[src/sv/mlfq_pkg.sv]
// mlfq_pkg: shared types and constants for the multilevel feedback queue
// used by mlfq_ctrl, mlfq_dp and multilevel_feedback_queue_top
package mlfq_pkg;
    localparam int NumLevels   = 4;
    localparam int PoolEntries = 64;
    localparam int LvW         = $clog2(NumLevels);
    localparam int PtrW        = $clog2(PoolEntries);
    localparam int CntW        = $clog2(PoolEntries + 1);
    localparam int IdW         = 6;
    localparam int TickW       = 16;
    localparam logic [TickW-1:0] ThresholdReset = TickW'(40 + 10);

    localparam logic [1:0] OpInsert  = 2'd0;
    localparam logic [1:0] OpPop     = 2'd1;
    localparam logic [1:0] OpPromote = 2'd2;

    localparam logic [1:0] StOk    = 2'd0;
    localparam logic [1:0] StEmpty = 2'd1;
    localparam logic [1:0] StRange = 2'd2;
    localparam logic [1:0] StFull  = 2'd3;

    // controller to datapath
    typedef struct packed {
        logic load;     // capture input item
        logic exec;     // perform the item's update with memory read data
        logic splice;   // splice one lower level onto level 0
        logic [LvW-1:0] splice_lv;
    } t_cmd;

    // datapath to controller
    typedef struct packed {
        logic [1:0] opcode;
        logic       promote;   // tick at or above threshold
        logic [NumLevels-1:0] nonempty;
    } t_stat;
endpackage

[src/sv/mlfq_dp.sv]
// mlfq_dp: node pool memories, level head/tail registers and result register
// depends on mlfq_pkg
module mlfq_dp (
    input  logic                   i_clk,
    input  logic                   i_rst_n,
    input  mlfq_pkg::t_cmd         i_cmd,
    output mlfq_pkg::t_stat        o_stat,
    input  logic [1:0]             i_opcode,
    input  logic [mlfq_pkg::IdW-1:0]   i_pid,
    input  logic [2:0]             i_level,
    input  logic [mlfq_pkg::TickW-1:0] i_ticks,
    input  logic                   i_cfg_we,
    input  logic [mlfq_pkg::TickW-1:0] i_cfg_data,
    output logic [10:0]            o_result
);
    import mlfq_pkg::*;

    logic [IdW-1:0]  r_id_mem [PoolEntries];
    logic [PtrW-1:0] r_next_mem [PoolEntries];
    logic [PoolEntries-1:0] r_next_valid;   // invalid entry reads as i+1
    logic [PtrW-1:0] r_head [NumLevels];
    logic [PtrW-1:0] r_tail [NumLevels];
    logic [NumLevels-1:0] r_nonempty;
    logic [PtrW-1:0] r_free_head;
    logic [CntW-1:0] r_free_cnt;
    logic [TickW-1:0] r_thresh;
    logic [1:0] r_op;
    logic [IdW-1:0] r_pid;
    logic [2:0] r_lv;
    logic r_promote;
    logic [10:0] r_result;
    logic [10:0] n_result;

    // pop target: lowest-numbered nonempty level (level 0 first)
    logic [LvW-1:0] pop_lv;
    logic pop_any;
    always_comb begin
        pop_lv = '0;
        pop_any = 1'b0;
        for (int q = NumLevels - 1; q >= 0; q--) begin
            if (r_nonempty[q]) begin
                pop_lv = LvW'(q);
                pop_any = 1'b1;
            end
        end
    end

    // registered memory reads, addressed at load time
    logic [PtrW-1:0] r_rd_next;
    logic            r_rd_nv;
    logic [IdW-1:0]  r_rd_id;
    logic [PtrW-1:0] rd_addr;
    always_comb begin
        rd_addr = r_free_head;
        if (i_opcode == OpPop) rd_addr = r_head[pop_lv];
    end
    always_ff @(posedge i_clk) begin
        r_rd_next <= r_next_mem[rd_addr];
        r_rd_nv   <= r_next_valid[rd_addr];
        r_rd_id   <= r_id_mem[rd_addr];
    end
    logic [PtrW-1:0] rd_next;
    logic [PtrW-1:0] rd_addr_q;
    always_ff @(posedge i_clk) begin
        if (i_cmd.load) rd_addr_q <= rd_addr;
    end
    assign rd_next = r_rd_nv ? r_rd_next : PtrW'(rd_addr_q + 1'b1);

    logic lv_ok;
    logic [LvW-1:0] ins_lv;
    assign lv_ok  = (r_lv < 3'(NumLevels));
    assign ins_lv = r_lv[LvW-1:0];

    // single write port on next-pointer memory
    logic we_next;
    logic [PtrW-1:0] wa_next, wd_next;
    logic we_id;
    always_comb begin
        we_next = 1'b0;
        wa_next = '0;
        wd_next = '0;
        we_id = 1'b0;
        if (i_cmd.exec && r_op == OpInsert && lv_ok && r_free_cnt != '0) begin
            we_id = 1'b1;
            if (r_nonempty[ins_lv]) begin
                we_next = 1'b1;
                wa_next = r_tail[ins_lv];
                wd_next = rd_addr_q;
            end
        end else if (i_cmd.exec && r_op == OpPop && pop_any) begin
            we_next = 1'b1;
            wa_next = rd_addr_q;
            wd_next = r_free_head;
        end else if (i_cmd.splice && r_nonempty[i_cmd.splice_lv] && r_nonempty[0]) begin
            we_next = 1'b1;
            wa_next = r_tail[0];
            wd_next = r_head[i_cmd.splice_lv];
        end
    end

    // result of the item being executed
    always_comb begin
        n_result = '0;
        case (r_op)
            OpInsert: begin
                if (!lv_ok) n_result[1:0] = StRange;
                else if (r_free_cnt == '0) n_result[1:0] = StFull;
            end
            OpPop: begin
                if (!pop_any) begin
                    n_result[1:0] = StEmpty;
                end else begin
                    n_result[7:2] = r_rd_id;
                    n_result[9:8] = 2'(pop_lv);
                end
            end
            OpPromote: n_result[10] = r_promote;
            default: n_result = '0;
        endcase
    end

    always_ff @(posedge i_clk) begin
        if (we_next) r_next_mem[wa_next] <= wd_next;
        if (we_id) r_id_mem[rd_addr_q] <= r_pid;
        if (i_cmd.load) begin
            r_op  <= i_opcode;
            r_pid <= i_pid;
            r_lv  <= i_level;
            r_promote <= (i_ticks >= r_thresh);
        end
    end

    always_ff @(posedge i_clk) begin
        if (!i_rst_n) begin
            r_next_valid <= '0;
            r_nonempty <= '0;
            r_free_head <= '0;
            r_free_cnt <= CntW'(PoolEntries);
            r_thresh <= ThresholdReset;
            r_result <= '0;
            for (int q = 0; q < NumLevels; q++) begin
                r_head[q] <= '0;
                r_tail[q] <= '0;
            end
        end else begin
            if (i_cfg_we) r_thresh <= i_cfg_data;
            if (we_next) r_next_valid[wa_next] <= 1'b1;
            if (i_cmd.exec) begin
                r_result <= n_result;
                case (r_op)
                    OpInsert: begin
                        if (lv_ok && r_free_cnt != '0) begin
                            r_free_head <= rd_next;
                            r_free_cnt <= r_free_cnt - 1'b1;
                            // node's own next is don't-care while it is the tail
                            if (!r_nonempty[ins_lv]) r_head[ins_lv] <= rd_addr_q;
                            r_nonempty[ins_lv] <= 1'b1;
                            r_tail[ins_lv] <= rd_addr_q;
                        end
                    end
                    OpPop: begin
                        if (pop_any) begin
                            if (rd_addr_q == r_tail[pop_lv]) r_nonempty[pop_lv] <= 1'b0;
                            else r_head[pop_lv] <= rd_next;
                            r_free_head <= rd_addr_q;
                            r_free_cnt <= r_free_cnt + 1'b1;
                        end
                    end
                    default: ;
                endcase
            end
            if (i_cmd.splice && r_nonempty[i_cmd.splice_lv]) begin
                if (!r_nonempty[0]) r_head[0] <= r_head[i_cmd.splice_lv];
                r_nonempty[0] <= 1'b1;
                r_nonempty[i_cmd.splice_lv] <= 1'b0;
                r_tail[0] <= r_tail[i_cmd.splice_lv];
            end
        end
    end

    assign o_stat.opcode = r_op;
    assign o_stat.promote = r_promote;
    assign o_stat.nonempty = r_nonempty;
    assign o_result = r_result;
endmodule

[src/sv/mlfq_ctrl.sv]
// mlfq_ctrl: sequencer for load, execute, splice steps and result handshake
// depends on mlfq_pkg
module mlfq_ctrl (
    input  logic            i_clk,
    input  logic            i_rst_n,
    input  logic            i_in_valid,
    output logic            o_in_ready,
    output logic            o_out_valid,
    input  logic            i_out_ready,
    output mlfq_pkg::t_cmd  o_cmd,
    input  mlfq_pkg::t_stat i_stat
);
    import mlfq_pkg::*;

    localparam logic [1:0] SIdle   = 2'd0;
    localparam logic [1:0] SExec   = 2'd1;
    localparam logic [1:0] SSplice = 2'd2;

    logic [1:0] r_state, n_state;
    logic [LvW-1:0] r_lv, n_lv;
    logic r_out_valid, n_out_valid;

    always_comb begin
        n_state = r_state;
        n_lv = r_lv;
        n_out_valid = r_out_valid;
        o_cmd = '0;
        o_cmd.splice_lv = r_lv;
        o_in_ready = 1'b0;
        if (r_out_valid && i_out_ready) n_out_valid = 1'b0;
        case (r_state)
            SIdle: begin
                o_in_ready = !r_out_valid || i_out_ready;
                if (i_in_valid && o_in_ready) begin
                    o_cmd.load = 1'b1;
                    n_state = SExec;
                end
            end
            SExec: begin
                o_cmd.exec = 1'b1;
                if (i_stat.opcode == OpPromote && i_stat.promote) begin
                    n_state = SSplice;
                    n_lv = LvW'(NumLevels - 1);
                end else begin
                    n_state = SIdle;
                    n_out_valid = 1'b1;
                end
            end
            SSplice: begin
                o_cmd.splice = 1'b1;
                n_lv = r_lv - 1'b1;
                if (r_lv == LvW'(1)) begin
                    n_state = SIdle;
                    n_out_valid = 1'b1;
                end
            end
            default: n_state = SIdle;
        endcase
    end

    always_ff @(posedge i_clk) begin
        if (!i_rst_n) begin
            r_state <= SIdle;
            r_lv <= '0;
            r_out_valid <= 1'b0;
        end else begin
            r_state <= n_state;
            r_lv <= n_lv;
            r_out_valid <= n_out_valid;
        end
    end

    assign o_out_valid = r_out_valid;
endmodule

[src/sv/multilevel_feedback_queue_top.sv]
// multilevel_feedback_queue_top: four-level process queue with priority boost
// depends on mlfq_pkg, mlfq_ctrl, mlfq_dp
//
// usage
//   s_axis carries one command per transfer: tdata = opcode[1:0], process_id
//   [7:2], level[10:8], tick_count[26:11]. m_axis returns one result per
//   command: tdata = status[1:0], popped_id[7:2], popped_level[9:8],
//   ticks_cleared[10].
//   i_cfg_we/i_cfg_data write the 16-bit promotion threshold (reset 50).
//   sequence: insert, pop and a promotion below threshold go from the input
//   transfer through the registered pool read and then the update before the
//   earliest result transfer; a promotion that fires adds one splice step per
//   lower level through the shared level-0 tail update.
//   a new command is accepted only while idle, and only in the cycle the
//   waiting result transfers (or when none waits), so the block takes no new
//   command before it is through with the last one.
//   reset clears all levels, rebuilds the free chain through per-entry
//   valid bits (no clearing pass) and restores the threshold.
//   if the receiver stalls, the result holds and no command enters until
//   that result transfers.
module multilevel_feedback_queue_top (
    input  logic        i_clk,
    input  logic        i_rst_n,
    input  logic        s_axis_tvalid,
    output logic        s_axis_tready,
    input  logic [31:0] s_axis_tdata,  // opcode, process_id, level, tick_count
    output logic        m_axis_tvalid,
    input  logic        m_axis_tready,
    output logic [15:0] m_axis_tdata,  // status, popped_id, popped_level, ticks_cleared
    input  logic        i_cfg_we,
    input  logic [15:0] i_cfg_data
);
    import mlfq_pkg::*;

    t_cmd cmd;
    t_stat stat;
    logic [10:0] result;

    // controller
    mlfq_ctrl u_ctrl (
        .i_clk(i_clk), .i_rst_n(i_rst_n),
        .i_in_valid(s_axis_tvalid), .o_in_ready(s_axis_tready),
        .o_out_valid(m_axis_tvalid), .i_out_ready(m_axis_tready),
        .o_cmd(cmd), .i_stat(stat)
    );

    // pool and level state
    mlfq_dp u_dp (
        .i_clk(i_clk), .i_rst_n(i_rst_n),
        .i_cmd(cmd), .o_stat(stat),
        .i_opcode(s_axis_tdata[1:0]), .i_pid(s_axis_tdata[7:2]),
        .i_level(s_axis_tdata[10:8]), .i_ticks(s_axis_tdata[26:11]),
        .i_cfg_we(i_cfg_we), .i_cfg_data(i_cfg_data),
        .o_result(result)
    );

    assign m_axis_tdata = {5'd0, result};
endmodule

[config.mk]
export PLATFORM = sky130hd
export DESIGN_NAME = multilevel_feedback_queue_top
export DESIGN_NICKNAME = d
export VERILOG_FILES = /design/src/sv/mlfq_pkg.sv /design/src/sv/mlfq_dp.sv /design/src/sv/mlfq_ctrl.sv /design/src/sv/multilevel_feedback_queue_top.sv
export SDC_FILE = /design/constraint.sdc
export NUM_CORES = 1
export LEC_CHECK = 0
export BUFFER_PORTS_ARGS = -buffer_cell sky130_fd_sc_hd__buf_4
export CORE_AREA = 5 5 328 330
export DETAILED_ROUTE_END_ITERATION = 6
export DIE_AREA = 0 0 333 335
export GPL_ROUTABILITY_DRIVEN = 0
export PLACE_DENSITY = 0.62
export SYNTH_ARGS = -nofsm -noshare
export SYNTH_HDL_FRONTEND = slang
export SYNTH_HIERARCHICAL = 1
export SYNTH_SLANG_ARGS = --single-unit
[constraint.sdc]
create_clock -name i_clk -period 3.3 [get_ports i_clk]
set_clock_uncertainty 0.05 [all_clocks]
set_input_delay 0.165 -clock i_clk [delete_from_list [all_inputs] [get_ports i_clk]]
set_output_delay 0.165 -clock i_clk [all_outputs]
set_load 0.05 [all_outputs]
Word level (Yosys, flattened, before mapping). Memory sizes are Yosys's and may differ from the RTL's. A register that Yosys moved wholly into a read port is not among the register bits. Index checks and enable logic that the tools add are counted.

Bits in writable memories: 816. Register bits after elaboration: 132. Memories: 4. Output and inout bits: 18.

Memory list: u_dp.r_id_mem (depth 64, bits a word 6, read ports 1, clocked after Yosys merged registers in 1, wr ports 1, RTL line mlfq_dp.sv:18) `logic [IdW-1:0] r_id_mem [PoolEntries];`; u_dp.r_next_mem (depth 64, bits a word 6, read ports 1, clocked after Yosys merged registers in 1, wr ports 1, RTL line mlfq_dp.sv:19) `logic [PtrW-1:0] r_next_mem [PoolEntries];`; u_dp.r_head (depth 4, bits a word 6, read ports 2, clocked after Yosys merged registers in 1, wr ports 4, RTL line mlfq_dp.sv:21) `logic [PtrW-1:0] r_head [NumLevels];`; u_dp.r_tail (depth 4, bits a word 6, read ports 4, clocked after Yosys merged registers in 2, wr ports 4, RTL line mlfq_dp.sv:22) `logic [PtrW-1:0] r_tail [NumLevels];`.

Bitwise gates (word level): 8. $add $sub $neg: 4. Equal/unequal tests: 17. Multiplexer cells: 117. Order comparisons: 11. Reductions and logical operators: 30.

Operator list (number): 6-bit two-way mux (17); 64-bit OR (1); 1-bit two-way mux (58); 2-bit two-way mux (18); 4-bit two-way mux (6); 6-bit OR reduction (3); 16-bit greater-or-equal comparator (1); 8-bit two-way mux (2); 1-bit logical AND (15); 6-bit by 7-bit less-than comparator with 1-bit output (second input constant) (2); 7-bit two-way mux (2); 7-bit case mux with 2 select lines (1); 6-bit case mux with 2 select lines (1); 2-bit by 3-bit less-than comparator with 1-bit output (second input constant) (3); 4-bit bitwise AND (2); 2-bit by 1-bit equality test with 1-bit output (second input constant) (4); 2-bit by 1-bit inequality test with 1-bit output (second input constant) (4); 4-bit inequality test (second input constant) (2); 4-bit inverter (2); 2-bit case mux with 2 select lines (2); 4-bit case mux with 2 select lines (1); 7-bit by 1-bit adder with 7-bit output (second input constant) (1); 7-bit zero test (1); 7-bit nonzero test (1); other kinds (27) (37).

Logic depth before layout (Yosys ltp).
Depth after elaboration: 17. Mapped depth: 14. Mapped depth without buffers: 11.

Modules after synthesis. Netlist, hierarchy kept.

By module, submodules not included: mlfq_dp (instances 1, cells each 3400, area each 39890.8 um^2, sequential area each 27506.4 um^2); mlfq_ctrl (instances 1, cells each 40, area each 342.8 um^2, sequential area each 100.1 um^2); multilevel_feedback_queue_top (instances 1, cells each 6, area each 41.3 um^2, sequential area each 0.0 um^2).

Worst setup path after synthesis. OpenSTA, ideal clock, no wires.

Path kind: register to register. From: register u_ctrl.r_lv[1]. To: memory u_dp/r_next_mem[60][0] in the netlist's numbering (enable). Buffers on the path: 3. Required time: 2900 ps. Path slack: 66 ps. Stages on the path, launching flop included: 12. Clock period less this slack: 3234 ps. Data arrival time: 2834 ps. Cell sequence: dfxtp_1 > mux4_2 > and2_1 > buf_2 > and3_1 > buf_2 > a221oi_2 > nor2_1 > a211oi_4 > nand3b_4 > buf_6 > nor2_1.

Longest elaborated chain between the ends: 9.

RTL lines: from (decl) (RTL line mlfq_ctrl.sv:20) `logic [LvW-1:0] r_lv, n_lv;`; from (signal assigned) (RTL line mlfq_ctrl.sv:68) `r_lv <= n_lv;`; 1-bit binary-select mux with 2-bit select * (RTL line mlfq_dp.sv:94) `end else if (i_cmd.splice && r_nonempty[i_cmd.splice_lv] && r_nonempty[0]) begin`; 1-bit two-way mux (not written as such) * (RTL line mlfq_dp.sv:94); 1-bit logical AND * (2 in a row) (RTL line mlfq_dp.sv:94); 1-bit two-way mux (RTL line mlfq_dp.sv:94); 1-bit two-way mux (RTL line mlfq_dp.sv:90) `end else if (i_cmd.exec && r_op == OpPop && pop_any) begin`; 1-bit two-way mux (RTL line mlfq_dp.sv:83) `if (i_cmd.exec && r_op == OpInsert && lv_ok && r_free_cnt != '0) begin`; 1-bit two-way mux (RTL line mlfq_dp.sv:123) `if (we_next) r_next_mem[wa_next] <= wd_next;`; 1-bit two-way mux (not written as such) (RTL line mlfq_dp.sv:123); to (decl) (RTL line mlfq_dp.sv:19).

Mark *: on every way between the ends. The rest lies on a longest branch, timed or not. The select of a mux whose other input is x is not followed.

Final worst setup path.
From: input s_axis_tdata[1]. To: register u_dp.r_rd_id[5] (read register of u_dp.r_id_mem).

Longest elaborated chain between the ends: 2.

RTL lines: from (decl) (RTL line multilevel_feedback_queue_top.sv:26) `input logic [31:0] s_axis_tdata,`; 2-bit by 1-bit equality test with 1-bit output (RTL line mlfq_dp.sv:55) `if (i_opcode == OpPop) rd_addr = r_head[pop_lv];`; 6-bit two-way mux (RTL line mlfq_dp.sv:55); to (decl) (RTL line mlfq_dp.sv:51) `logic [IdW-1:0] r_rd_id;`.

Every way passes these cells. A chain may end at the register's enable or synchronous reset.

==> results.yml <==
floorplan:
  row_count: 119
  die_h_um: 335
  dieArea_sq_um: 111600
  start_util: 0.3853
  dieWidth_um: 333
  core-area_sq_um: 104500
  io_pins: 71
sta:
  hold_viol_final: 0
  max_clock_freq_mhz: 304.6
  rsz0062_at_grt: "true"
  period_needed_ns: 3.283
  setup_viol: 0
  tightest_slew_ns: 1.104
  slew_viol_final: 0
  fin_crit_sh: 0.9950
  slew_headroom: 0.2560
routing:
  wirelength_mm: 108.4
  route.detailed.drc: 0
  ant_nets: 0
  drt-initial-drc-count: 3027
  vias: 28040
  vias_per_cell: 5.406
  drt_pre_antenna_iters: 6
  wl_per_cell_um: 20.90
grt:
  antenna_found_initial: 0
  grt_pass1_wl_mm: 162.9
  grt_max_degree: 102
  grt_pass1_vias: 27020
  grt_use_total: 0.1851
  grt-ovfl-total: 0
synthesis:
  ys.warnings.count: 6
  ys_seq_area_frac: 0.6855
  synth-edff-count: 834
  yosysTopAreaCell: "edfxtp_1"
  synthCells: 3446
  ys_top_cells_by_area: "edfxtp_1 (62%), nand2_1 (8.9%), dfxtp_1 (6.4%), a21oi_1 (3.5%), a32oi_1 (2.3%)"
  async_flop_share: 0
  synth_common_cells: "nand2_1 (952), edfxtp_1 (834), a21oi_1 (285)"
  ys_ff_latch: 962
  synth_top_flop_cell: "edfxtp_1"
  synth_area_sq_um: 40270
  synthMostInstantiatedCell: "nand2_1"
  synth_area_per_cell_sq_um: 11.69
  yosys.cell_types.count: 84
  yosysTopAreaCellShare: 0.6218
run_status:
  status: "complete, no violations"
layout:
  finalNetCount: 3795
  drive_gt1_frac: 0.1563
  fin_cells: 5186
  fill_cells: 9369
  area.growth.synth_to_final_pct: 19.66
  design_area_sq_um: 48190
  diodes: 0
setup_path:
  path_max_fanout: 22
  cp-end-kind: "flop"
  arrival_ns: 3.83
  critPathLaunchType: "input pin"
  worst_setup_path_startpoint: "s_axis_tdata[1]"
  r2r_start: "u_dp/r_nonempty[2]"
  cp.required_ns: 3.84
  crit_type: "in -> reg"
clock_tree:
  clk_path_buf_depth: 3
  cts_tree: "yes"
  insertion_delay_ns: 0.66
  clock-sinks: 962
  numCtsBuffers: 96
  clkTransAtPathRegs_ns: 0.06
  root_buffer: "clkbuf_16"
  h-tree-depth: 3
worst_hold_path:
  hp-class: "in -> reg"
  min-delay-start: "s_axis_tdata[4]"
place:
  hpwl_mm: 66.81
  port_buffers: 60
  placed_cells: 4946
  placed_area_sq_um: 44080
power_and_ir_drop:
  p_leak_nw: 17.48
  ir_worst_vdd_mv: 0.3922
  seq_power_share: 0.507
  clkPwrFrac: 0.427
  power.switching_mw: 5.838
  swShare: 0.2215
  p_int_mw: 20.51
  comb_power_share: 0.066
  powerDensity_nw_per_um2: 546.8
run:
  timing.max_cap.violations: 0
-- placed cells by master (no fill, tap or decap), types with 37 or more instances in the layout --
master,netlist,layout
a21oi_1,285,281
a31oi_1,105,105
a32oi_1,104,93
buf_12,0,37
buf_4,8,305
clkbuf_16,0,103
dfxtp_1,128,126
dlygate4sd3_1,0,53
edfxtp_1,834,834
inv_1,48,42
nand2_1,952,946
nand3_1,120,119
nor2_1,229,220
o21a_1,51,51
-- stage by stage --
| step | TNS, ns | worst slack [ns] | util | hold slack [ns] | total power, mW |
|---|---|---|---|---|---|
| after floorplan | 0 | 0.06610 | - | 0.2139 | 14.52 |
| final | 0 | 0.01664 | 0.4611 | 0.1822 | 26.35 |
| after detailed placement | -0.006985 | -0.006985 | 0.4217 | 0.2943 | 15.23 |
| after global placement | 0 | 0.03902 | 0.4217 | 0.2936 | 15.22 |
| after global routing | -0.8231 | -0.04191 | 0.4611 | 0.1648 | 27.19 |
| after CTS | -0.02593 | -0.01483 | 0.4580 | 0.1518 | 26.46 |
-- metal layers --
layer | wire length, um | global-route usage | share of wire | vias up
li1 | - | - | - | 13010
met2 | 51520 | 0.3024 | 0.48 | 1060
met1 | 47090 | 0.2616 | 0.43 | 13840
met3 | 7752 | 0.02797 | 0.072 | 126
met5 | 0 | 0 | 0 | -
met4 | 2000 | 0.04824 | 0.018 | 0
-- final timing paths --
check / endpoint / slack, ns / cells after the start
worst min register to register: u_dp/r_next_valid[44] / 0.40 / 2
worst min-delay path: u_dp/r_pid[2] / 0.18 / 2
worst max-delay path: u_dp/r_rd_id[5] / 0.02 / 10
worst max register to register: u_dp/r_rd_id[5] / 0.03 / 9
-- state kept, by name, indices dropped and copies added, names as in the netlist, 3 cells and up, named ones only --
signal	cells
u_dp/o_result	11
u_dp/r_rd_next	6
u_dp/r_rd_id	6
u_dp/r_lv	3
u_dp/r_free_head	6
u_dp/r_thresh	16
u_dp/r_next_valid	64
u_dp/rd_addr_q	6
u_dp/r_nonempty	4
u_dp/r_tail	24
u_dp/r_free_cnt	7
u_dp/r_next_mem	384
u_dp/r_head	24
u_dp/r_pid	6
u_dp/r_id_mem	384
-- kinds of logic (layout without fill, tap and decap cells) --
family	count (synthesis)	after routing	synth area share
buffers and inverters	287	632	0.02992
other	1	5	0.00009311
AO/OA/AOI/OAI	683	683	0.1109
XOR/XNOR	10	10	0.002175
AND/OR/NAND/NOR	1435	1435	0.1483
adder cells (fa/ha/maj)	27	27	0.008574
flip-flops	962	962	0.6855
multiplexers	41	41	0.01460
-- worst max-delay path: stages --
cell	delay, ns
dlygate4sd3_1	0.53
buf_4	0.14
nand2b_1	0.25
buf_4	0.24
o41a_1	0.51
nor2_4	0.79
buf_4	0.45
a32oi_1	0.24
a21oi_1	0.32
or3_1	0.15
-- cell type report --
| class | instances | area [sq um] | area share |
|---|---|---|---|
| clock buffer | 123 | 2628 | 0.05452 |
| clock inverter | 55 | 626.9 | 0.01301 |
| inverter | 52 | 202.7 | 0.004206 |
| multi-input combinational | 2201 | 11670 | 0.2421 |
| sequential | 962 | 27610 | 0.5729 |
| tap | 1391 | 1740 | 0.03611 |
| timing repair buffer | 402 | 3715 | 0.07708 |
-- what timing repair did --
| action | CTS | global route |
|---|---|---|
| setup endpoints to repair | 3 | 343 |
| gates resized for setup | 1 | 40 |
| hold endpoints to repair | 37 | 0 |
| buffers inserted | 0 | 5 |
| pin swaps | 0 | 7 |
| hold buffers | 53 | 0 |
| gates cloned | 0 | 4 |
-- power groups by stage --
stage / registers, mW / logic, mW / clock network (mW)
global route: 13.3 / 1.88 / 12.0
global placement: 13.6 / 1.61 / 0
CTS: 13.3 / 1.70 / 11.4
finish: 13.3 / 1.75 / 11.3
detailed placement: 13.6 / 1.63 / 0
floorplan: 13.6 / 0.932 / 0
No activity file was read; power rests on OpenSTA's default activity.
